File: src/rtl/hcbd_pkg.sv
// Package for the HTTP chunked body decoder: payload structs, widths,
// character codes and stop reasons. No dependencies.
package hcbd_pkg;

  localparam int SIZE_BITS = 64;
  localparam int LEN_BITS  = 32;

  localparam logic [7:0] CH_CR    = 8'h0D;
  localparam logic [7:0] CH_LF    = 8'h0A;
  localparam logic [7:0] CH_0     = 8'h30;
  localparam logic [7:0] CH_9     = 8'h39;
  localparam logic [7:0] CH_LC_A  = 8'h61;
  localparam logic [7:0] CH_LC_F  = 8'h66;
  localparam logic [7:0] CH_UC_A  = 8'h41;
  localparam logic [7:0] CH_UC_F  = 8'h46;

  localparam logic [1:0] REASON_NONE    = 2'd0;
  localparam logic [1:0] REASON_ZERO    = 2'd1;
  localparam logic [1:0] REASON_NODIGIT = 2'd2;

  typedef struct packed {
    logic [7:0] in_byte;
    logic       last;
  } hcbd_in_t;

  typedef struct packed {
    logic [7:0]          out_byte;
    logic                out_valid;
    logic                done_res;
    logic [1:0]          end_reason;
    logic [LEN_BITS-1:0] total_len;
  } hcbd_out_t;

  typedef struct packed {
    logic       hit;
    logic [3:0] value;
  } hex_t;

  function automatic hex_t hex_decode(input logic [7:0] c);
    hex_t h;
    h.hit   = 1'b1;
    h.value = 4'd0;
    if (c inside {[CH_0 : CH_9]}) begin
      h.value = 4'(c - CH_0);
    end else if (c inside {[CH_LC_A : CH_LC_F]}) begin
      h.value = 4'(c - CH_LC_A + 8'd10);
    end else if (c inside {[CH_UC_A : CH_UC_F]}) begin
      h.value = 4'(c - CH_UC_A + 8'd10);
    end else begin
      h.hit = 1'b0;
    end
    return h;
  endfunction

endpackage

File: src/rtl/http_chunked_body_decoder.sv
// HTTP chunked body decoder: passes payload bytes of a chunked body on and
// reports the stop reason and length on the last byte. Uses hcbd_pkg.
// A byte is held in the input register, and its result then in the output
// register. Throughput: one byte per cycle while the output is not stalled;
// the phase logic between the input and result registers updates the state.
// Reset (rst_n low, synchronous) empties both registers and returns the
// parser to the start of a size line; the state also returns there after
// the transaction that carries a last byte.
module http_chunked_body_decoder
  import hcbd_pkg::*;
(
  input  logic      clk,
  input  logic      rst_n,
  input  logic      in_valid,
  output logic      in_stall,
  input  hcbd_in_t  in_data,
  output logic      out_valid,
  input  logic      out_stall,
  output hcbd_out_t out_data
);

  localparam logic [2:0] PH_START  = 3'd0;
  localparam logic [2:0] PH_DIGITS = 3'd1;
  localparam logic [2:0] PH_CR     = 3'd2;
  localparam logic [2:0] PH_LF     = 3'd3;
  localparam logic [2:0] PH_DATA   = 3'd4;
  localparam logic [2:0] PH_TCR    = 3'd5;
  localparam logic [2:0] PH_TLF    = 3'd6;
  localparam logic [2:0] PH_STOP   = 3'd7;

  localparam logic [LEN_BITS-1:0] LEN_MAX = {LEN_BITS{1'b1}};

  logic                 s1_v_r;
  hcbd_in_t             s1_r;
  logic [2:0]           phase_r, phase_nxt;
  logic [SIZE_BITS-1:0] count_r, count_nxt;
  logic [LEN_BITS-1:0]  total_r, total_nxt;
  logic [1:0]           stop_r, stop_nxt;
  logic                 ov_r;
  hcbd_out_t            out_r;

  logic       out_free, s1_go, emit, has_res, fall;
  logic [2:0] cur;
  logic [1:0] reason;
  hex_t       hx;

  assign out_free = !ov_r || !out_stall;
  assign s1_go    = s1_v_r && out_free;
  assign in_stall = s1_v_r && !out_free;
  assign hx       = hex_decode(s1_r.in_byte);

  // The optional CR/LF phases fall through to the next phase when the byte
  // does not match, so one byte may pass through several phases.
  always_comb begin
    phase_nxt = phase_r;
    count_nxt = count_r;
    total_nxt = total_r;
    stop_nxt  = stop_r;
    emit      = 1'b0;
    cur       = phase_r;
    fall      = 1'b1;
    if (cur == PH_STOP) begin
      fall = 1'b0;
    end
    if (cur == PH_DIGITS) begin
      fall = 1'b0;
      if (hx.hit) begin
        count_nxt = {count_r[SIZE_BITS-5:0], hx.value};
      end else if (count_r == '0) begin
        stop_nxt  = REASON_ZERO;
        phase_nxt = PH_STOP;
      end else begin
        phase_nxt = (s1_r.in_byte == CH_CR) ? PH_LF : PH_CR;
      end
    end
    if (fall && cur == PH_CR) begin
      if (s1_r.in_byte == CH_CR) begin
        phase_nxt = PH_LF;
        fall      = 1'b0;
      end else begin
        cur = PH_LF;
      end
    end
    if (fall && cur == PH_LF) begin
      if (s1_r.in_byte == CH_LF) begin
        phase_nxt = PH_DATA;
        fall      = 1'b0;
      end else begin
        cur = PH_DATA;
      end
    end
    if (fall && cur == PH_DATA) begin
      if (count_r == '0) begin
        cur = PH_TCR;
      end else begin
        fall      = 1'b0;
        emit      = 1'b1;
        count_nxt = count_r - SIZE_BITS'(1);
        if (total_r != LEN_MAX) begin
          total_nxt = total_r + LEN_BITS'(1);
        end
        phase_nxt = (count_r == SIZE_BITS'(1)) ? PH_TCR : PH_DATA;
      end
    end
    if (fall && cur == PH_TCR) begin
      if (s1_r.in_byte == CH_CR) begin
        phase_nxt = PH_TLF;
        fall      = 1'b0;
      end else begin
        cur = PH_TLF;
      end
    end
    if (fall && cur == PH_TLF) begin
      if (s1_r.in_byte == CH_LF) begin
        phase_nxt = PH_START;
        fall      = 1'b0;
      end else begin
        cur = PH_START;
      end
    end
    if (fall && cur == PH_START) begin
      if (hx.hit) begin
        count_nxt = SIZE_BITS'(hx.value);
        phase_nxt = PH_DIGITS;
      end else begin
        stop_nxt  = REASON_NODIGIT;
        phase_nxt = PH_STOP;
      end
    end
  end

  // A body that ends inside a size line of zeros counts as a zero-size chunk.
  always_comb begin
    reason = REASON_NONE;
    if (s1_r.last) begin
      reason = stop_nxt;
      if (stop_nxt == REASON_NONE && phase_nxt == PH_DIGITS && count_nxt == '0) begin
        reason = REASON_ZERO;
      end
    end
  end

  assign has_res = emit || s1_r.last;

  always_ff @(posedge clk) begin
    if (!rst_n) begin
      s1_v_r  <= 1'b0;
      ov_r    <= 1'b0;
      phase_r <= PH_START;
      count_r <= '0;
      total_r <= '0;
      stop_r  <= REASON_NONE;
    end else begin
      if (!in_stall) begin
        s1_v_r <= in_valid;
      end
      if (s1_go && has_res) begin
        ov_r <= 1'b1;
      end else if (!out_stall) begin
        ov_r <= 1'b0;
      end
      if (s1_go) begin
        if (s1_r.last) begin
          phase_r <= PH_START;
          count_r <= '0;
          total_r <= '0;
          stop_r  <= REASON_NONE;
        end else begin
          phase_r <= phase_nxt;
          count_r <= count_nxt;
          total_r <= total_nxt;
          stop_r  <= stop_nxt;
        end
      end
    end
  end

  always_ff @(posedge clk) begin
    if (in_valid && !in_stall) begin
      s1_r <= in_data;
    end
    if (s1_go && has_res) begin
      out_r.out_byte   <= emit ? s1_r.in_byte : 8'd0;
      out_r.out_valid  <= emit;
      out_r.done_res   <= s1_r.last;
      out_r.end_reason <= reason;
      out_r.total_len  <= total_nxt;
    end
  end

  assign out_valid = ov_r;
  assign out_data  = out_r;

  a_reason_only_when_done: assert property (@(posedge clk) disable iff (!rst_n)
    out_valid && out_data.end_reason != REASON_NONE |-> out_data.done_res)
    else $error("stop reason reported on a result that is not the last");

  a_result_has_cause: assert property (@(posedge clk) disable iff (!rst_n)
    out_valid && !out_data.done_res |-> out_data.out_valid)
    else $error("result with neither a payload byte nor a last marker");

  a_stop_has_reason: assert property (@(posedge clk) disable iff (!rst_n)
    phase_r == PH_STOP |-> stop_r != REASON_NONE)
    else $error("parser stopped without a reason");

  a_stall_only_when_full: assert property (@(posedge clk) disable iff (!rst_n)
    in_stall |-> s1_v_r && ov_r && out_stall)
    else $error("input stalled while the pipeline could advance");

endmodule
File: config.mk
export PLATFORM = sky130hd
export DESIGN_NAME = http_chunked_body_decoder
export DESIGN_NICKNAME = d
export VERILOG_FILES = /design/src/rtl/hcbd_pkg.sv /design/src/rtl/http_chunked_body_decoder.sv
export SDC_FILE = /design/constraint.sdc
export NUM_CORES = 1
export LEC_CHECK = 0
export BUFFER_PORTS_ARGS = -buffer_cell sky130_fd_sc_hd__buf_2
export CELL_PAD_IN_SITES_DETAIL_PLACEMENT = 1
export CELL_PAD_IN_SITES_GLOBAL_PLACEMENT = 2
export CORE_MARGIN = 4
export CORE_UTILIZATION = 40
export CTS_CLUSTER_DIAMETER = 30
export CTS_CLUSTER_SIZE = 24
export DETAILED_ROUTE_END_ITERATION = 10
export GPL_ROUTABILITY_DRIVEN = 0
export GPL_TIMING_DRIVEN = 0
export PLACE_DENSITY_LB_ADDON = 0.1
export SETUP_SLACK_MARGIN = 0.4
export SYNTH_ARGS = -nofsm -noshare
export SYNTH_HDL_FRONTEND = slang
export SYNTH_SLANG_ARGS = --single-unit
File: constraint.sdc
create_clock -name clk -period 9.3 [get_ports clk]
set_input_delay 1.86 -clock clk [delete_from_list [all_inputs] [get_ports clk]]
set_output_delay 1.86 -clock clk [all_outputs]
set_load 0.005 [all_outputs]
==> impl_metrics.tcl, run 1 <==
set metrics [dict create \
    drtIter0Drc 1222 \
    antenna_found_initial 1 \
    relSlewSlack_pct 27.9 \
    crit_path_max_incr_delay_ps 770 \
    maxCapViolations 0 \
    cts_tree "done" \
    synth_top_area_share_pct 21.4 \
    power_leakage_nw 4.02 \
    arrival_ps 6350 \
    synth_fa_ha_area_share_pct 0.910 \
    clock_latency_ps 450 \
    synth_area_leaders "dfxtp_1, edfxtp_1, nor2b_1" \
    grtUsageTotal_pct 30.1 \
    synth_seq_cells 156 \
    crit_type "reg -> reg" \
    rsz0062_at_grt "false" \
    clockRootBuffer "clkbuf_16" \
    routed_wl_um 40200 \
    initial_utilization_pct 40.9 \
    cp-start-kind "flop" \
    synth_largest_area_cell "dfxtp_1" \
    finalCriticalPeriod_ps 6050 \
    ir_drop_mv 0.126 \
    worst_path_max_delay_cell "nor4_1" \
    synth-compound-area-share_pct 23.3 \
    detailed_place_hpwl_um 28500 \
    async_flop_share_pct 0 \
    syn-num-nets 1189 \
    worstPathCellList "inv_1 > ha_1 > nor3b_1 > nand4_1 > or3_1 > buf_2 > o21ai_4 > buf_2 > buf_1 > nand3_1 > a21oi_1 > nand4b_1 > nor4_1 > nand4_1 > a21oi_1" \
    die_w_um 163 \
    grt_max_degree 33 \
    synth-xor-area-share_pct 3.37 \
    viasPerCell 6.39 \
    worstHoldPathType "reg -> reg" \
    fmax_ghz 0.165 \
    h-tree-depth 4 \
    die_h_um 163 \
    outcome "complete, no violations" \
    numCtsBuffers 17 \
    grt_pass1_wl_um 60900 \
    yosys-top-cells-count "dfxtp_1, nand2_1, nor2_1" \
    period_share_pct 65.1 \
    place_inst 1547 \
    hold_viol_final 0 \
    syn_area_um2 9620 \
    ant_nets 0 \
    synth-simple-area-share_pct 29.3 \
    worstMarginPinSlew_ps 1080 \
    io_buffers 57 \
    cts_setup_buffers 0 \
    diodes 0 \
    synth_top_family_by_area "simple AND/OR/NAND/NOR gates" \
    core_area_um2 23500 \
    syn_area_per_cell_um2 8.23 \
    layout.nets 1267 \
    avgRoutedWirePerCell_um 25.4 \
    cts_resized 0 \
    syn_inst 1169 \
    synth-main-ff-cell "dfxtp_1" \
    cts.sinks 156 \
    drc 0 \
    muxShareOfSynthArea_pct 0.325 \
    skew_ps 11.6 \
    cellPowerDensity_nw_per_um2 256 \
    layout.cells.non_filler 1579 \
    setup_violations 0 \
    area_growth_pct 13.7 \
    clock_path_buffers 2 \
    drt_first_pass_iters 5 \
    n_fill_cell 2917 \
    grt_pass1_vias 9742 \
    yosysMostFrequentCell "dfxtp_1" \
    dieArea_um2 26600 \
    end_kind "flop" \
    yosysUniqueCellTypes 78 \
    finalSetupTns_ps 0 \
    synth_edf_count 53 \
    synth_warnings 0 \
    clk_pin_slew_ps 70 \
    cts_hold_buf 0 \
    vias 10100 \
    worstPathMaxFanout 10 \
    required_ps 9590 \
    top_level_ports 59 \
    yosysSeqAreaShare_pct 38.0 \
    overflow 0 \
    drive_gt1_share_pct 9.76 \
    maxSlewViolCount 0 \
    num_rows 56 \
]
==> power by group <==
| group | switching, mW | internal [mW] |
|---|---|---|
| sequential | 0.0213 | 0.733 |
| clock | 0.351 | 0.376 |
| combinational | 0.917 | 0.397 |
| total | 1.29 | 1.51 |
==> state kept, by name, summed over array words and instances (netlist names) <==
register and count:
s1_r 9, out_data 44, phase_r 3, out_valid 1, count_r 64, stop_r 2, total_r 32, s1_v_r 1
==> final timing paths <==
kind	from	slack, ps	to	depth (start not counted)
worst max-delay path	count_r[0]	3250	out_data[32]	15
worst min-delay path	s1_r[0]	480	out_data[34]	0
worst max register to register	count_r[0]	3250	out_data[32]	15
worst min register to register	s1_r[0]	480	out_data[34]	0
==> worst max-delay path: cells and delay by family (launching register included) <==
kind | cells | cell delay, ps
simple gates | 7 | 2950
flops | 1 | 370
buf+inv | 4 | 1500
compound gates | 3 | 830
fa+ha+maj | 1 | 230
==> metrics by stage <==
stage	power, mW	instance area, µm²	worst slack (ps)	util [%]	hold WS [ps]
after floorplan	1.57	9620	4480	-	424
after global placement	2.01	10300	2520	43.8	451
after detailed placement	2.02	10300	3670	43.9	439
after CTS	2.75	10900	3630	46.5	473
after global routing	2.90	10900	3070	46.5	495
final	2.80	10900	3250	46.5	477
==> final cells by class <==
class                   instances  area (µm²)  area share, %
multi-input cells             895        5510           50.4
flip-flops and latches        156        3650           33.4
clock buffers                  19         454           4.15
well taps                     319         399           3.65
plain buffers                  92         368           3.36
repair buffers                 59         310           2.84
clock inverters                13         141           1.29
inverters                      26        97.6          0.892
==> cell families after synthesis <==
family	count (synthesis)
xor+xnor	37
buf+inv	118
simple gates	528
fa+ha+maj	7
compound gates	320
flops	156
mux	3
==> routing by layer <==
metal | vias up | share of wire, % | track usage, %
li1 | 4534 | - | -
met1 | 5048 | 45 | 42.0
met2 | 418 | 44 | 45.8
met3 | 87 | 7.7 | 6.59
met4 | 2 | 3.6 | 11.4
met5 | - | 0.042 | 0
==> cell usage in the layout, fill, tap and decap left out, types with 13 or more instances in the layout <==
cell type and n:
nand3_1 47, clkbuf_1 72, clkbuf_16 18, and2_1 38, xnor2_1 25, o211ai_1 13
o22ai_1 13, dfxtp_1 103, buf_2 73, nor3_1 51, a31oi_1 17, nand4_1 20
nor2_1 90, inv_1 25, o21ai_0 53, nand2_1 98, a21oi_1 48, nor2b_1 64
edfxtp_1 53, nor4_1 23, a22oi_1 45, and3_1 22, or3_1 21
(Power assumes the default switching activity.)
==> inputs of run 2 (changes only) <==
- ABC_AREA: default -> 1
- CORE_UTILIZATION: 40 -> 35
- clock period: 9.3 -> 5.98 ns (I/O delays scaled with it)
==> run 2 against run 1 <==
Clock power is 63% higher. Critical path depth is 3 higher. Sequential power is 58% higher. Largest power group unchanged.
==> impl_metrics.tcl, run 2 <==
set metrics [dict create \
    async_flop_share_pct 0 \
    arrival_ps 4320 \
    pre_cts_slack_ps 2010 \
    clockRootBuffer "clkbuf_16" \
    io_buffers 58 \
    synth_largest_area_cell "dfxtp_1" \
    power_leakage_nw 5.51 \
    h-tree-depth 4 \
    setup_slack_ps 1920 \
    synth_seq_cells 156 \
    grt_max_degree 33 \
    drt_first_pass_iters 5 \
    ir_drop_mv 0.210 \
    critical-path-top-delay-family "simple AND/OR/NAND/NOR gates" \
    cts_resized 0 \
    cts_tree "done" \
    worst_path_max_delay_cell "clkbuf_1" \
    worstHoldPathType "reg -> reg" \
    syn_area_um2 10400 \
    maxCapViolations 0 \
    synth_top_area_share_pct 19.8 \
    rsz0062_at_grt "false" \
    ant_nets 0 \
    crit_path_max_incr_delay_ps 650 \
    relSlewSlack_pct 29.8 \
    diodes 0 \
    antenna_found_initial 0 \
    area_growth_pct 13.7 \
    mostFrequentLayoutCell "nand2_1" \
    final_cell_mix "nand2_1, nor2_1, inv_1, a21oi_1, nand3_1" \
    period_share_pct 67.8 \
    grt_pass1_vias 10700 \
    placed_cell_area_um2 11200 \
    drc 0 \
    die_w_um 181 \
    crit_type "reg -> reg" \
    cts_hold_buf 0 \
    initial_utilization_pct 35.9 \
    clock_latency_ps 450 \
    hold_viol_final 0 \
    synth_area_leaders "dfxtp_1, nand2_1, edfxtp_1" \
    avgRoutedWirePerCell_um 19.4 \
    routed_wl_um 39400 \
    cp-start-kind "flop" \
    outcome "complete, no violations" \
    drtIter0Drc 601 \
    largest_register_ff_count 64 \
    worstPathCellList "inv_1 > ha_1 > nand2_2 > nor2_4 > nand2_1 > nor2_2 > nand2_2 > nand3_4 > inv_2 > clkbuf_1 > a21boi_0 > o21ai_0 > nand2_1 > nor2_1 > nand2_1 > nor2_1 > nand3_1 > a21oi_1" \
    maxSlewViolCount 0 \
    top_level_ports 59 \
    yosysMostFrequentCell "nand2_1" \
    synth_edf_count 53 \
    yosys-top-cells-count "nand2_1, nor2_1, inv_1" \
    synth-main-ff-cell "dfxtp_1" \
    fin_hold_ws_ps 466 \
    vias 10600 \
    setup_violations 0 \
    end_kind "flop" \
    worstPathMaxFanout 10 \
    fmax_ghz 0.246 \
    layout.cells.non_filler 2029 \
    yosysSeqAreaShare_pct 35.0 \
    cellPowerDensity_nw_per_um2 387 \
    clock_path_buffers 2 \
    syn-num-nets 1574 \
    worst-path-buf-inv 3 \
    syn_inst 1554 \
    layout.nets 1652 \
    numCtsBuffers 17 \
    clk_pin_slew_ps 70 \
    final_area_um2 11900 \
    die_h_um 181 \
    cts_setup_buffers 0 \
    worstMarginPinSlew_ps 1050 \
    grtUsageTotal_pct 24.0 \
    core_area_um2 29100 \
    syn_area_per_cell_um2 6.72 \
    finalSetupTns_ps 0 \
    skew_ps 13.7 \
    synth_warnings 0 \
    drive_gt1_share_pct 10.7 \
    crit_top_cell "nand2_1" \
    finalCriticalPeriod_ps 4060 \
    grt_pass1_wl_um 62000 \
    yosysUniqueCellTypes 47 \
    largest_register "count_r" \
    num_rows 62 \
    place_inst 1997 \
    detailed_place_hpwl_um 30300 \
    viasPerCell 5.22 \
    cts.sinks 156 \
    dieArea_um2 32700 \
    required_ps 6250 \
    overflow 0 \
]
run 2: changes by cell type in the layout (fill, tap and decap cells not counted), moves of 55 or more:
cell	delta
nor2_1	+89
nand2_1	+347
a21oi_1	+74
xor2_1	+58
nand3_1	+67
nor2b_1	-64
inv_1	+102
o21ai_0	+55
run 2: cells by family after synthesis:
family	synth area share (%)
and+or+nand+nor	34.1
adders and majority gates	0.839
muxes	1.22
AOI/OAI and AO/OA	13.2
DFF	35.0
xor gates and xnor gates	7.12
buffers and inverters	8.50
run 2: worst paths after layout:
path / end / slack (ps) / depth (start not counted) / startpoint
min: phase_r[0] / 470 / 2 / phase_r[0]
min reg2reg: phase_r[0] / 470 / 2 / phase_r[0]
max: out_data[32] / 1920 / 18 / count_r[0]
max reg2reg: out_data[32] / 1920 / 18 / count_r[0]
run 2: tightest hold or removal path, delay by kind of cell (launching register included):
kind	cells	cell delay [ps]
AOI/OAI and AO/OA	1	50
DFF	1	310
and+or+nand+nor	1	60
run 2: stage by stage:
step,util [%],power [mW]
after CTS,40.8,4.62
after detailed placement,38.7,3.42
after global placement,38.5,3.41
final,40.8,4.59
after floorplan,-,2.69
after global routing,40.8,4.90
run 2: layout make-up:
class | count | area, µm²
inverters | 132 | 495
flip-flops and latches | 156 | 3650
clock inverters | 8 | 129
fillers | 3811 | 17200
clock buffers | 24 | 494
plain buffers | 73 | 392
repair buffers | 59 | 310
well taps | 384 | 480
multi-input cells | 1193 | 5910
run 2: per-layer routing:
metal	up-vias	share of wire (%)	global-route usage, %
met5	-	0	0
met2	187	49	41.5
met3	50	3.8	4.00
li1	5230	-	-
met1	5120	46	31.0
met4	0	2.1	6.50
run 2: power by group:
part | internal (mW) | switching (mW) | leakage (nW)
Clock | 0.709 | 0.469 | 0.304
Sequential | 1.14 | 0.0419 | 1.34
Combinational | 0.696 | 1.53 | 3.87
==> inputs of run 3 (changes only) <==
- clock period: 5.98 -> 4.1 ns (I/O delays scaled with it)
==> run 3 against run 2 <==
Wire length rose by 0.67%. Global-route usage barely moved. Utilization rose by 0.29 points. Via count up 0.13%. Highest routed layer unchanged. Largest power group unchanged. Count of clock-buffer cells in the layout fell by 6.
==> impl_metrics.tcl, run 3 (same netlist as run 2, synthesis figures left out) <==
set metrics [dict create \
    outcome "complete, no violations" \
    numCtsBuffers 17 \
    setup_violations 0 \
    vias 10600 \
    io_buffers 58 \
    grt_max_degree 30 \
    die_h_um 181 \
    required_ps 4410 \
    worstPathMaxFanout 10 \
    num_rows 62 \
    hold_viol_final 0 \
    drtIter0Drc 568 \
    grtUsageTotal_pct 24.0 \
    antenna_found_initial 0 \
    drc 0 \
    cp-start-kind "flop" \
    clk_pin_slew_ps 70 \
    top_level_ports 59 \
    mostFrequentLayoutCell "nand2_1" \
    clock_latency_ps 460 \
    fmax_ghz 0.290 \
    cellPowerDensity_nw_per_um2 557 \
    drive_gt1_share_pct 12.0 \
    die_w_um 181 \
    finalCriticalPeriod_ps 3450 \
    worstMarginPinSlew_ps 1010 \
    maxSlewViolCount 0 \
    power_leakage_nw 5.57 \
    drt_first_pass_iters 5 \
    rsz0062_at_grt "false" \
    initial_utilization_pct 35.9 \
    final_core_util_pct 41.1 \
    grt_pass1_vias 10600 \
    relSlewSlack_pct 32.7 \
    core_area_um2 29100 \
    end_kind "flop" \
    ant_nets 0 \
    largest_register "count_r" \
    p_total_mw 6.66 \
    crit_type "reg -> reg" \
    viasPerCell 5.20 \
    layout.nets 1662 \
    dieArea_um2 32700 \
    routed_wl_um 39600 \
    final_cell_mix "nand2_1, nor2_1, inv_1, a21oi_1, nand3_1" \
    clock_path_buffers 2 \
    maxCapViolations 0 \
    largest_register_ff_count 64 \
    cts_tree "done" \
    area_growth_pct 14.5 \
    clockRootBuffer "clkbuf_16" \
    detailed_place_hpwl_um 30500 \
    cts.sinks 156 \
    period_share_pct 84.1 \
    cts_hold_buf 0 \
    placed_cell_area_um2 11200 \
    skew_ps 15.7 \
    worstHoldPathType "reg -> reg" \
    h-tree-depth 4 \
    arrival_ps 3760 \
    ir_drop_mv 0.287 \
    overflow 0 \
    diodes 0 \
    final_area_um2 12000 \
    grt_pass1_wl_um 61500 \
    avgRoutedWirePerCell_um 19.4 \
]
run 3: through the flow:
stage	setup slack (ps)	TNS, ps	cells	hold slack (ps)
final	652	0	2039	471
after global routing	410	0	2039	499
after CTS	418	0	2030	475
after detailed placement	317	0	1997	465
after global placement	-501	-22170	1996	454
after floorplan	678	0	1554	445
run 3: final timing paths:
path / start / end / slack [ps] / depth (start not counted)
setup reg to reg: phase_r[1] / out_data[32] / 650 / 12
setup / recovery: phase_r[1] / out_data[32] / 650 / 12
hold reg to reg: phase_r[0] / phase_r[0] / 470 / 2
hold / removal: phase_r[0] / phase_r[0] / 470 / 2
run 3: critical path, stage by stage (launching register included):
cell and delay [ps]:
dfxtp_1 380, nor3_2 720, clkbuf_1 680, nand4_1 410, nand2_1 220, nand3_1 100, inv_1 90, nand3_1 110
nor2_1 100, nand3_1 110, nor2_1 100, nand3_1 120, a21oi_1 150
run 3: report_power, final:
part	total, mW	switching [mW]	internal (mW)	leakage [nW]
Sequential	1.73	0.0613	1.67	1.34
Clock	1.59	0.757	0.834	0.288
Combinational	3.34	2.28	1.06	3.94
Total	6.66	3.10	3.56	5.57
run 3: repair_timing:
item,in CTS,in global routing
endpoints found under the setup margin,1,1
endpoints found under the hold margin,0,0
cloned,0,0
pin swaps,0,2
gates resized for setup,7,28
buffers inserted,1,8
run 3: area by class of cell:
type	count	area [µm²]
Fill cell	3840	17100
Multi-Input combinational cell	1193	5940
Sequential cell	156	3650
Inverter	132	495
Tap cell	384	480
Clock buffer	18	450
Buffer	73	424
Timing Repair Buffer	69	389
Clock inverter	14	119
run 3: routing by layer:
layer / vias to the layer above / share of wire [%] / GRT usage, % / wire, µm
met5: - / 0 / 0 / 0
met4: 0 / 2.2 / 7.26 / 868
met3: 41 / 2.7 / 3.08 / 1060
met2: 172 / 49 / 42.3 / 19600
met1: 5144 / 46 / 30.6 / 18100
li1: 5244 / - / - / -
